### config.mk
export PLATFORM = sky130hd
export DESIGN_NAME = file_uri_percent_encoder_flat
export DESIGN_NICKNAME = d
export VERILOG_FILES = /design/src/rtl/core/fupe_pkg.sv /design/src/rtl/core/fupe_in_if.sv /design/src/rtl/core/fupe_out_if.sv /design/src/rtl/core/file_uri_percent_encoder.sv /design/src/rtl/core/fupe_front.sv /design/src/rtl/core/fupe_queue.sv /design/src/rtl/core/fupe_back.sv /design/src/flat_wrapper.sv
export SDC_FILE = /design/constraint.sdc
export NUM_CORES = 1
export LEC_CHECK = 0
export BUFFER_PORTS_ARGS = -buffer_cell sky130_fd_sc_hd__buf_4
export CAP_MARGIN = 20
export CORE_ASPECT_RATIO = 0.5
export CORE_MARGIN = 3
export CORE_UTILIZATION = 60
export DETAILED_ROUTE_END_ITERATION = 10
export PLACE_DENSITY_LB_ADDON = 0.1
export SLEW_MARGIN = 25
export SYNTH_ARGS = -nofsm -noshare
export SYNTH_HDL_FRONTEND = slang
export SYNTH_SLANG_ARGS = --single-unit
### constraint.sdc
create_clock -name clk -period 8.8 [get_ports clk]
set_input_delay 0.44 -clock clk [delete_from_list [all_inputs] [get_ports clk]]
set_output_delay 0.44 -clock clk [all_outputs]
set_load 0.02 [all_outputs]
### src/rtl/core/fupe_pkg.sv
package fupe_pkg;

  localparam logic [15:0] CAP_RESET = 16'd4096;

  // Register indexes of the configuration port.
  localparam logic REG_OUT_CAPACITY = 1'b0;

  localparam int QUEUE_DEPTH = 4;
  localparam int QUEUE_AW    = $clog2(QUEUE_DEPTH);

  localparam int HEAD_LEN = 7;
  localparam int TAIL_LEN = 12;

  localparam logic [7:0] CHAR_SLASH     = "/";
  localparam logic [7:0] CHAR_BACKSLASH = "\\";
  localparam logic [7:0] CHAR_PERCENT   = "%";

  // How the body of one path byte is written out.
  localparam logic [1:0] BODY_NONE  = 2'd0;
  localparam logic [1:0] BODY_PLAIN = 2'd1;
  localparam logic [1:0] BODY_ESC   = 2'd2;

  // One unit of output work, produced by the front end for one item.
  typedef struct packed {
    logic       head;
    logic       slash;
    logic [1:0] body;
    logic [7:0] ch;
    logic       tail;
    logic       err;
  } job_t;

  function automatic logic [7:0] head_char(input logic [2:0] idx);
    logic [7:0] c;
    case (idx)
      3'd0:    c = "f";
      3'd1:    c = "i";
      3'd2:    c = "l";
      3'd3:    c = "e";
      3'd4:    c = ":";
      default: c = "/";
    endcase
    return c;
  endfunction

  function automatic logic [7:0] tail_char(input logic [3:0] idx);
    logic [7:0] c;
    case (idx)
      4'd0:    c = "?";
      4'd1:    c = "i";
      4'd2:    c = "m";
      4'd3:    c = "m";
      4'd4:    c = "u";
      4'd5:    c = "t";
      4'd6:    c = "a";
      4'd7:    c = "b";
      4'd8:    c = "l";
      4'd9:    c = "e";
      4'd10:   c = "=";
      default: c = "1";
    endcase
    return c;
  endfunction

  function automatic logic [7:0] hex_char(input logic [3:0] nib);
    logic [7:0] c;
    if (nib < 4'd10) begin
      c = 8'h30 + {4'd0, nib};
    end else begin
      c = 8'h37 + {4'd0, nib};
    end
    return c;
  endfunction

  function automatic logic is_plain(input logic [7:0] c);
    return (c >= "A" && c <= "Z") || (c >= "a" && c <= "z") ||
           (c >= "0" && c <= "9") || c == "/" || c == "." || c == "-" ||
           c == "_" || c == "~" || c == ":";
  endfunction

endpackage

### src/rtl/core/fupe_in_if.sv
interface fupe_in_if;
  logic       valid;
  logic       ready;
  logic [7:0] path_byte;
  logic       byte_valid;
  logic       last_item;

  modport source (output valid, output path_byte, output byte_valid, output last_item,
                  input ready);
  modport sink (input valid, input path_byte, input byte_valid, input last_item,
                output ready);
endinterface

### src/rtl/core/fupe_out_if.sv
interface fupe_out_if;
  logic       valid;
  logic       ready;
  logic [7:0] out_char;
  logic       out_valid;
  logic       status;
  logic       out_last;

  modport source (output valid, output out_char, output out_valid, output status,
                  output out_last, input ready);
  modport sink (input valid, input out_char, input out_valid, input status,
                input out_last, output ready);
endinterface

### src/rtl/core/file_uri_percent_encoder.sv
// File path to file URI encoder.
// The path channel takes one path byte per item (path_byte, byte_valid,
// last_item); the uri channel returns one result per character of
// "file://" [+ "/"] + encoded path + "?immutable=1". Bytes outside the plain
// set are sent as a percent sign and two upper-case hex digits.
// An empty path is one item with byte_valid low and last_item high.
// out_capacity (APB, byte address 0) bounds the URI length, one slot being
// kept for a terminator; on overflow a single result with status high and
// out_last high ends the run, and input is dropped up to the next last item.
// An item's first character passes the job queue, the job register and the
// output register on its way out. The back end sends one character per
// cycle while the receiver is ready and jobs are queued, so throughput follows
// the character count: one per plain byte, three per escaped byte, plus seven
// or eight for the prefix and twelve for the suffix. A four-entry job queue
// lets the front end keep accepting items while the back end works; path.ready
// drops only when that queue is full. When the receiver stalls, the current
// character holds on the uri channel and the back end waits. Reset empties
// the queue, ends any run in progress and sets out_capacity back to 4096.
module file_uri_percent_encoder (
  input  logic        clk,
  input  logic        rst,
  fupe_in_if.sink     path,
  fupe_out_if.source  uri,
  input  logic        psel,
  input  logic        penable,
  input  logic        pwrite,
  input  logic [2:0]  paddr,
  input  logic [31:0] pwdata,
  output logic [31:0] prdata,
  output logic        pready
);
  import fupe_pkg::*;

  logic [15:0] out_capacity;
  logic        push;
  logic        pop;
  logic        full;
  logic        empty;
  job_t        push_job;
  job_t        pop_job;

  assign pready = 1'b1;
  assign prdata = (paddr[2] == REG_OUT_CAPACITY) ? {16'd0, out_capacity} : 32'd0;

  always_ff @(posedge clk) begin
    if (rst) begin
      out_capacity <= CAP_RESET;
    end else if (psel && penable && pwrite && pready && paddr[2] == REG_OUT_CAPACITY) begin
      out_capacity <= pwdata[15:0];
    end
  end

  fupe_front u_front (
    .clk      (clk),
    .rst      (rst),
    .path     (path),
    .capacity (out_capacity),
    .full     (full),
    .push     (push),
    .push_job (push_job)
  );

  fupe_queue u_queue (
    .clk      (clk),
    .rst      (rst),
    .push     (push),
    .push_job (push_job),
    .full     (full),
    .pop      (pop),
    .pop_job  (pop_job),
    .empty    (empty)
  );

  fupe_back u_back (
    .clk     (clk),
    .rst     (rst),
    .empty   (empty),
    .pop_job (pop_job),
    .pop     (pop),
    .uri     (uri)
  );

endmodule

### src/rtl/core/fupe_front.sv
module fupe_front (
  input  logic          clk,
  input  logic          rst,
  fupe_in_if.sink       path,
  input  logic [15:0]   capacity,
  input  logic          full,
  output logic          push,
  output fupe_pkg::job_t push_job
);
  import fupe_pkg::*;

  logic        started;
  logic        started_next;
  logic [15:0] position;
  logic [15:0] position_next;
  logic        failed;
  logic        failed_next;
  logic        accept;
  logic        abort;
  logic        want_push;
  logic [16:0] cap;
  logic [16:0] pos_a;
  logic [16:0] pos_b;
  logic [7:0]  c;
  job_t        job;

  assign path.ready = !full;
  assign accept     = path.valid && path.ready;
  assign cap        = {1'b0, capacity};

  always_comb begin
    job           = '0;
    abort         = 1'b0;
    want_push     = 1'b0;
    started_next  = started;
    position_next = position;
    failed_next   = failed;
    pos_a         = {1'b0, position};
    pos_b         = pos_a;
    c             = (path.path_byte == CHAR_BACKSLASH) ? CHAR_SLASH : path.path_byte;

    if (failed) begin
      // Input is dropped until the end of the aborted path.
      if (path.last_item) begin
        started_next  = 1'b0;
        position_next = '0;
        failed_next   = 1'b0;
      end
    end else if (path.byte_valid || path.last_item) begin
      want_push = 1'b1;
      if (!started) begin
        if (cap < 17'd8) begin
          abort = 1'b1;
        end else begin
          job.head = 1'b1;
          pos_a    = 17'(HEAD_LEN);
          if (!path.byte_valid || path.path_byte != CHAR_SLASH) begin
            if (cap <= 17'd8) begin
              abort = 1'b1;
            end else begin
              job.slash = 1'b1;
              pos_a     = 17'(HEAD_LEN + 1);
            end
          end
        end
      end
      pos_b = pos_a;
      if (!abort && path.byte_valid) begin
        job.ch = c;
        if (is_plain(c)) begin
          if (pos_a + 17'd1 >= cap) begin
            abort = 1'b1;
          end else begin
            job.body = BODY_PLAIN;
            pos_b    = pos_a + 17'd1;
          end
        end else begin
          if (pos_a + 17'd3 >= cap) begin
            abort = 1'b1;
          end else begin
            job.body = BODY_ESC;
            pos_b    = pos_a + 17'd3;
          end
        end
      end
      if (!abort && path.last_item) begin
        if (pos_b + 17'(TAIL_LEN + 1) > cap) begin
          abort = 1'b1;
        end else begin
          job.tail = 1'b1;
        end
      end
      job.err = abort;
      if (abort || path.last_item) begin
        started_next  = 1'b0;
        position_next = '0;
        failed_next   = abort && !path.last_item;
      end else begin
        started_next  = 1'b1;
        position_next = pos_b[15:0];
      end
    end
  end

  assign push     = accept && want_push;
  assign push_job = job;

  always_ff @(posedge clk) begin
    if (rst) begin
      started  <= 1'b0;
      position <= '0;
      failed   <= 1'b0;
    end else if (accept) begin
      started  <= started_next;
      position <= position_next;
      failed   <= failed_next;
    end
  end

endmodule

### src/rtl/core/fupe_queue.sv
module fupe_queue (
  input  logic           clk,
  input  logic           rst,
  input  logic           push,
  input  fupe_pkg::job_t push_job,
  output logic           full,
  input  logic           pop,
  output fupe_pkg::job_t pop_job,
  output logic           empty
);
  import fupe_pkg::*;

  job_t                mem [QUEUE_DEPTH];
  logic [QUEUE_AW-1:0] wr_ptr;
  logic [QUEUE_AW-1:0] rd_ptr;
  logic [QUEUE_AW:0]   count;

  assign full    = count == (QUEUE_AW + 1)'(QUEUE_DEPTH);
  assign empty   = count == '0;
  assign pop_job = mem[rd_ptr];

  always_ff @(posedge clk) begin
    if (push) begin
      mem[wr_ptr] <= push_job;
    end
  end

  always_ff @(posedge clk) begin
    if (rst) begin
      wr_ptr <= '0;
      rd_ptr <= '0;
      count  <= '0;
    end else begin
      if (push) begin
        wr_ptr <= wr_ptr + 1'b1;
      end
      if (pop) begin
        rd_ptr <= rd_ptr + 1'b1;
      end
      if (push && !pop) begin
        count <= count + 1'b1;
      end else if (pop && !push) begin
        count <= count - 1'b1;
      end
    end
  end

endmodule

### src/rtl/core/fupe_back.sv
module fupe_back (
  input  logic           clk,
  input  logic           rst,
  input  logic           empty,
  input  fupe_pkg::job_t pop_job,
  output logic           pop,
  fupe_out_if.source     uri
);
  import fupe_pkg::*;

  localparam logic [2:0] PH_IDLE  = 3'd0;
  localparam logic [2:0] PH_HEAD  = 3'd1;
  localparam logic [2:0] PH_SLASH = 3'd2;
  localparam logic [2:0] PH_BODY  = 3'd3;
  localparam logic [2:0] PH_TAIL  = 3'd4;
  localparam logic [2:0] PH_ERR   = 3'd5;

  // First phase of the job that comes after phase p, in output order.
  function automatic logic [2:0] phase_after(input job_t j, input logic [2:0] p);
    logic [4:0] en;
    logic [2:0] r;
    en = {j.err, j.tail, j.body != BODY_NONE, j.slash, j.head};
    r  = PH_IDLE;
    for (int k = 5; k >= 1; k--) begin
      if (en[k-1] && 3'(k) > p) begin
        r = 3'(k);
      end
    end
    return r;
  endfunction

  job_t       cur;
  logic       cur_vld;
  logic [2:0] phase;
  logic [3:0] idx;
  logic       advance;
  logic       phase_end;
  logic [2:0] np;
  logic       job_done;
  logic [7:0] em_char;
  logic       em_ov;
  logic       em_st;
  logic       em_last;

  logic       o_vld;
  logic [7:0] o_char;
  logic       o_ov;
  logic       o_st;
  logic       o_last;

  assign advance = cur_vld && (!o_vld || uri.ready);

  always_comb begin
    em_char   = '0;
    em_ov     = 1'b1;
    em_st     = 1'b0;
    em_last   = 1'b0;
    phase_end = 1'b1;
    unique case (phase)
      PH_HEAD: begin
        em_char   = head_char(idx[2:0]);
        phase_end = idx == 4'(HEAD_LEN - 1);
      end
      PH_SLASH: begin
        em_char = CHAR_SLASH;
      end
      PH_BODY: begin
        if (cur.body == BODY_PLAIN) begin
          em_char = cur.ch;
        end else begin
          phase_end = idx == 4'd2;
          case (idx[1:0])
            2'd0:    em_char = CHAR_PERCENT;
            2'd1:    em_char = hex_char(cur.ch[7:4]);
            default: em_char = hex_char(cur.ch[3:0]);
          endcase
        end
      end
      PH_TAIL: begin
        em_char   = tail_char(idx);
        phase_end = idx == 4'(TAIL_LEN - 1);
        em_last   = phase_end;
      end
      PH_ERR: begin
        em_ov   = 1'b0;
        em_st   = 1'b1;
        em_last = 1'b1;
      end
      default: begin
        em_ov = 1'b0;
      end
    endcase
  end

  assign np       = phase_after(cur, phase);
  assign job_done = advance && phase_end && np == PH_IDLE;
  assign pop      = !empty && (!cur_vld || job_done);

  always_ff @(posedge clk) begin
    if (rst) begin
      cur_vld <= 1'b0;
      phase   <= PH_IDLE;
      idx     <= '0;
    end else if (pop) begin
      cur_vld <= 1'b1;
      cur     <= pop_job;
      phase   <= phase_after(pop_job, PH_IDLE);
      idx     <= '0;
    end else if (job_done) begin
      cur_vld <= 1'b0;
      phase   <= PH_IDLE;
      idx     <= '0;
    end else if (advance) begin
      if (phase_end) begin
        phase <= np;
        idx   <= '0;
      end else begin
        idx <= idx + 1'b1;
      end
    end
  end

  // Output register: the next character is loaded as soon as the current one is taken.
  always_ff @(posedge clk) begin
    if (rst) begin
      o_vld <= 1'b0;
    end else if (advance) begin
      o_vld <= 1'b1;
    end else if (uri.ready) begin
      o_vld <= 1'b0;
    end
  end

  always_ff @(posedge clk) begin
    if (advance) begin
      o_char <= em_char;
      o_ov   <= em_ov;
      o_st   <= em_st;
      o_last <= em_last;
    end
  end

  assign uri.valid     = o_vld;
  assign uri.out_char  = o_char;
  assign uri.out_valid = o_ov;
  assign uri.status    = o_st;
  assign uri.out_last  = o_last;

`ifndef SYNTHESIS
  a_busy_has_phase: assert property (@(posedge clk) disable iff (rst)
    cur_vld |-> phase != PH_IDLE)
    else $error("active job without a phase");
  a_tail_flagged: assert property (@(posedge clk) disable iff (rst)
    cur_vld && phase == PH_TAIL |-> cur.tail && !cur.err)
    else $error("suffix phase on a job without a suffix");
  a_head_range: assert property (@(posedge clk) disable iff (rst)
    cur_vld && phase == PH_HEAD |-> idx < 4'(HEAD_LEN))
    else $error("prefix index out of range");
  a_err_result: assert property (@(posedge clk) disable iff (rst)
    o_vld && o_st |-> o_last && !o_ov && o_char == 8'd0)
    else $error("malformed error result");
  a_pop_nonempty: assert property (@(posedge clk) disable iff (rst)
    pop |-> !empty)
    else $error("pop from empty queue");
`endif

endmodule

### src/flat_wrapper.sv
// flat-port wrapper written by rule: the top's interface ports become plain ports
module file_uri_percent_encoder_flat import fupe_pkg::*;
  (clk, rst, psel, penable, pwrite, paddr, pwdata, prdata, pready, path_valid, path_path_byte, path_byte_valid, path_last_item, path_ready, uri_valid, uri_out_char, uri_out_valid, uri_status, uri_out_last, uri_ready);
  fupe_in_if path_i ();
  fupe_out_if uri_i ();
  input  logic clk;
  input  logic rst;
  input  logic psel;
  input  logic penable;
  input  logic pwrite;
  input  logic [2:0] paddr;
  input  logic [31:0] pwdata;
  output logic [31:0] prdata;
  output logic pready;
  input wire logic [$bits(path_i.valid)-1:0] path_valid;
  input wire logic [$bits(path_i.path_byte)-1:0] path_path_byte;
  input wire logic [$bits(path_i.byte_valid)-1:0] path_byte_valid;
  input wire logic [$bits(path_i.last_item)-1:0] path_last_item;
  output wire logic [$bits(path_i.ready)-1:0] path_ready;
  output wire logic [$bits(uri_i.valid)-1:0] uri_valid;
  output wire logic [$bits(uri_i.out_char)-1:0] uri_out_char;
  output wire logic [$bits(uri_i.out_valid)-1:0] uri_out_valid;
  output wire logic [$bits(uri_i.status)-1:0] uri_status;
  output wire logic [$bits(uri_i.out_last)-1:0] uri_out_last;
  input wire logic [$bits(uri_i.ready)-1:0] uri_ready;
  assign path_i.valid = path_valid;
  assign path_i.path_byte = path_path_byte;
  assign path_i.byte_valid = path_byte_valid;
  assign path_i.last_item = path_last_item;
  assign path_ready = path_i.ready;
  assign uri_valid = uri_i.valid;
  assign uri_out_char = uri_i.out_char;
  assign uri_out_valid = uri_i.out_valid;
  assign uri_status = uri_i.status;
  assign uri_out_last = uri_i.out_last;
  assign uri_i.ready = uri_ready;
  file_uri_percent_encoder u_core (.clk(clk), .rst(rst), .path(path_i), .uri(uri_i), .psel(psel), .penable(penable), .pwrite(pwrite), .paddr(paddr), .pwdata(pwdata), .prdata(prdata), .pready(pready));
endmodule
* Word-level counts from Yosys, hierarchy flattened
Memories as Yosys holds them, arrays and structs flattened. A register that Yosys moved wholly into a read port is not among the register bits. Index checks and enable logic that the tools add are counted. Widths: inputs -> output; s select.
Cells by class: divide/modulo/power cells 0, shift-type cells 0, magnitude comparators 18, $add $sub $neg 12, muxes and demuxes 94, bitwise gates (word level) 2, reduce and logical (&&, ||, !) cells 62, equal/unequal tests 24, $mul 0
Operators by type and width (count):
- $mux 17 | 8
- $mux 16 | 7
- $mux 3 | 16
- $mux 1 | 40
- $pmux 7 s5 | 1
- $ge 17x16->1 | 2
- $eq 8x6->1 const B | 4
- $pmux 8 s4 | 1
- $add 6x4->7 const A | 4
- $mux 14 | 2
- $eq 8x7->1 const B | 3
- $logic_and 1x1->1 | 22
- $mux 4 | 5
- $add 17x1->17 const B | 1
- $add 17x2->17 const B | 1
- $add 17x4->17 const B | 1
- $gt 17x16->1 | 1
- $ge 8x7->1 const B | 2
- $le 16x4->1 const B | 1
- $le 8x7->1 const B | 2
- $lt 16x4->1 const B | 1
- $mux 8 | 2
- $mux 7 | 2
- $pmux 7 s2 | 1
- other kinds (34) | 82
Word-level totals: latch bits 0, bits in registers 75, memories kept 2, output and inout port bits 46, input bits 52, ROM bits 96, memory bits (writable) 56
Memories:
- (no name shown) | depth 16, width 6, rd ports 1, clocked after memory_dff 1, wr ports 0, line fupe_pkg.sv:48 | case (idx)
- u_core.u_queue.mem | depth 4, width 14, rd ports 1, clocked after memory_dff 1, wr ports 1, line fupe_queue.sv:13 | job_t mem [QUEUE_DEPTH];

* Logic depth before layout (Yosys ltp)
depth after elaboration 26, depth in mapped cells 37, depth with buffers taken out 33

* Modules after synthesis
From an unflattened synthesis, not the netlist that was laid out.
Second synthesis, totals: cell total of the unflattened synthesis 1043, area, all modules 9849.4 µm²
Modules (own cells, without submodules):
- fupe_front | area an instance 3951.3 µm², instances 1, cells each 560
- fupe_queue | area an instance 2477.4 µm², instances 1, cells each 117
- fupe_back | area an instance 2438.6 µm², instances 1, cells each 260
- file_uri_percent_encoder | area an instance 982.2 µm², instances 1, cells each 106

* Least setup slack after synthesis
OpenSTA, ideal clock, no wires.
kind reg2reg, from register u_core.out_capacity[7], to memory u_core.u_queue.mem[0][1] (netlist bit) (data pin), data arrival time 6780 ps, cell stages (with the launch flop) 34, setup slack 1876 ps, setup time 144 ps, period minus slack after synthesis 6924 ps, cells stage by stage dfxtp_1 -> or4_4 -> nor3_4 -> a21oi_2 -> clkbuf_1 -> buf_2 -> buf_1 -> o21a_1 -> ha_1 -> nand3_1 -> nor2_1 -> xnor2_1 -> nor2_1 -> ha_1 -> and2_0 -> a221o_1 -> a221oi_2 -> o211ai_1 -> or4_1 -> a21oi_1 -> o211ai_2 -> nor4_4 -> nand3_1 -> xnor2_1 -> ha_1 -> a21o_1 -> a21oi_1 -> nor2b_1 -> o21ai_0 -> nand2_1 -> a21oi_1 -> o21bai_1 -> nor3b_1 -> o21a_1
RTL lines:
- start, declared | line file_uri_percent_encoder.sv:34 | logic [15:0] out_capacity;
- start signal, assigned | line file_uri_percent_encoder.sv:49 | out_capacity <= pwdata[15:0];
- end, declared | line fupe_queue.sv:13

==> run metrics <==
status finished clean; Async S/R FF share, synth 0; H-tree levels 4; Root Buffer clkbuf_16; Final nets 1149; CP max stage delay 710 ps; worst path required time 9080 ps; vias in the first global route 7177; router iterations before antenna repair 8; GP Congestion 0.952; Core Area 0.0147 sq mm; Fin. Hold Viols 0; Bufs and invs on worst path 1; leading cell type in the layout, fill and taps excluded nor2_1; drt initial violations 633; Reg-to-Reg End u_core.u_queue.mem[2][1]; Mapped Cells 989; Sink Count 139; Post-Syn Area 0.00916 sq mm; Worst-Margin Slew 767 ps; Netlist cell types 86; WS Path Type reg -> reg; Max Cap Viol 0; EDFF count, synth 81; CTS max path bufs 2; Worst setup SP type register; Power Density 233 mW/mm^2; hold_sp pwdata[12]; Critical Path Slowest Stage Cell or4b_1; initial cell density of the core 0.623; most area-hungry cell type in the Yosys netlist edfxtp_1; Levels on crit path 32; Power, Total 2.40 mW; top cells by area, synth edfxtp_1 (27%), dfxtp_1 (13%), ha_1 (8.6%), nor2_1 (4.7%), nand2_1 (4.3%); sequential cell area fraction in the yosys report 0.392; worst reg2reg setup slack 710 ps; Total GRT Usage 0.272; period utilisation layout 0.919; Syn-to-layout area delta 12.5%; n_diodes 0; final setup violation count 0; Post-CTS Hold Fix Bufs 0; clk slew on worst S/H paths 70 ps; layout cells sized above 1 0.139; drt total wl 22900 um; setup TNS 0 ps; grt ovf 0; final worst slack 715 ps; drt drc 0; I/O pin cnt 98; Synth Area per Inst 9.26 sq um; Max IR drop VDD 0.000133 V; Max Fclk 0.124 GHz; CP top delay family simple AND/OR/NAND/NOR gates; Seq cells post-synth 139; setup slack at placement 627 ps; R2R cell count 32; R2R Path Start u_core.out_capacity[11]; P_leak 3.82 nW; Rel. slew slack 0.488; Core Rows 31; via count 7666; Die Width 181 um; Final min period 8090 ps; final std cells w/o fill 1244; vias per cell 6.16; worst hold stages 2; Primary FF master, synth edfxtp_1; clk_skew 10.7 ps; Inst Count DP 1210; Hold Path End u_core.out_capacity[12]; input/output buffers 62; Final ANT Viol Nets 0; worst-path fanout max 8; DR WL/cell 18.4 um; Worst-Skew Late Latency 440 ps; Num CTS Buffers 17; synth warn 0; CTS tree built; worst hold path class in -> reg; Detailed Place HPWL 16800 um; RSZ-0062 raised after global routing false; initial antenna violation count 0; DIE AREA 0.0169 sq mm; fill count 1165; first-pass GRT wire length 36300 um; CP Data Arrival Time 8360 ps; largest net degree at the start of global routing 51; Pins Over Slew Limit 0; Yosys top cell area share 0.266; Die Ht 93.4 um; most frequent cells in the layout nor2_1 (113), nand2_1 (105), edfxtp_1 (81); Crit. End Element register; Top cell by count, worst path a21oi_1
flip-flops by register name, indices dropped and copies added, names as in the netlist, named ones only:
| name | cells |
|---|---|
| u_core.u_queue.mem | 56 |
| u_core.out_capacity | 16 |
| u_core.u_front.position | 16 |
| u_core.u_back.cur | 14 |
| u_core.u_back.uri.out_char | 8 |
| u_core.u_back.idx | 4 |
| u_core.u_back.phase | 3 |
| u_core.u_queue.count | 3 |
| u_core.u_queue.rd_ptr | 2 |
| u_core.u_queue.wr_ptr | 2 |
| u_core.u_back.cur_vld | 1 |
| u_core.u_back.uri.out_last | 1 |
| u_core.u_back.uri.out_valid | 1 |
| u_core.u_back.uri.status | 1 |
| u_core.u_back.uri.valid | 1 |
| u_core.u_front.failed | 1 |
| u_core.u_front.started | 1 |
kinds of logic (layout without fill, tap and decap cells):
family          Yosys count  after routing  share of synthesized area
other cells               2             17                   0.000820
compound gates          239            239                      0.175
flops                   139            139                      0.392
xor+xnor                 54             54                     0.0525
buf+inv                  98            140                     0.0484
simple gates            374            374                      0.203
fa+ha+maj                64             64                     0.0883
mux                      19             19                     0.0399
timing repair:
| action | 4_1_cts | 5_1_grt |
|---|---|---|
| buffers inserted | 0 | 2 |
| gates resized for setup | 0 | 2 |
| setup endpoints to repair | 0 | 8 |
cell usage after synthesis, drive strengths merged (4+ instances only):
library cell,n
a211oi,4
a21boi,5
a21o,14
a21oi,73
a22o,4
a22oi,19
a31oi,8
and2,13
and3,11
buf,28
clkbuf,33
dfxtp,58
edfxtp,81
ha,63
inv,36
mux2i,5
mux4,14
nand2,105
nand2b,10
nand3,25
nand3b,4
nand4,18
nor2,115
nor2b,14
nor3,22
nor3b,4
nor4,8
o211ai,8
o21a,12
o21ai,33
o21bai,5
o221ai,4
o22ai,15
o31ai,6
o41ai,4
or2,4
or3,9
or4,5
xnor2,37
xor2,17
metrics by stage:
stage / cell area (sq um) / hold slack (ps) / util
detailed placement: 9680 / 463 / 0.658
CTS: 10300 / 208 / 0.699
global placement: 9680 / 457 / 0.658
global route: 10300 / 217 / 0.701
finish: 10300 / 209 / 0.701
floorplan: 9210 / 440 / -
worst max path at each step:
stage                                to                     from
2_1_floorplan  u_core.u_queue.mem[0][1]   u_core.out_capacity[7]
3_3_place_gp   u_core.u_queue.mem[0][0]  u_core.out_capacity[11]
3_5_place_dp   u_core.u_queue.mem[2][0]  u_core.out_capacity[11]
4_1_cts        u_core.u_queue.mem[2][1]  u_core.out_capacity[11]
5_1_grt        u_core.u_queue.mem[0][0]  u_core.out_capacity[11]
6_report       u_core.u_queue.mem[2][1]  u_core.out_capacity[11]
cell type report:
class / count / area [sq um] / share of cell area
flip-flops and latches: 139 / 3590 / 0.349
clock inverters: 13 / 166 / 0.0162
inverters: 37 / 139 / 0.0135
repair buffers: 71 / 533 / 0.0518
well taps: 198 / 248 / 0.0241
clock buffers: 19 / 433 / 0.0420
multi-input cells: 767 / 5180 / 0.503
worst register-to-register path, delay by kind of cell, from the launching register on:
kind | cells | cell delay [ps]
xor+xnor | 1 | 80
flops | 1 | 330
compound gates | 15 | 3070
simple gates | 11 | 3180
fa+ha+maj | 4 | 1200
buf+inv | 1 | 80
per-layer routing:
layer | global-route usage | share of wire | vias to the layer above
li1 | - | - | 3678
met1 | 0.348 | 0.43 | 3663
met2 | 0.467 | 0.48 | 275
met3 | 0.0579 | 0.059 | 50
met4 | 0.0913 | 0.026 | 0
met5 | 0 | 0 | -
report_power, final:
part	switching, mW	total, mW	internal, mW
combinational	0.439	0.747	0.308
sequential	0.0916	0.908	0.817
clock	0.298	0.746	0.448
Power figures use the tool's default switching activity.
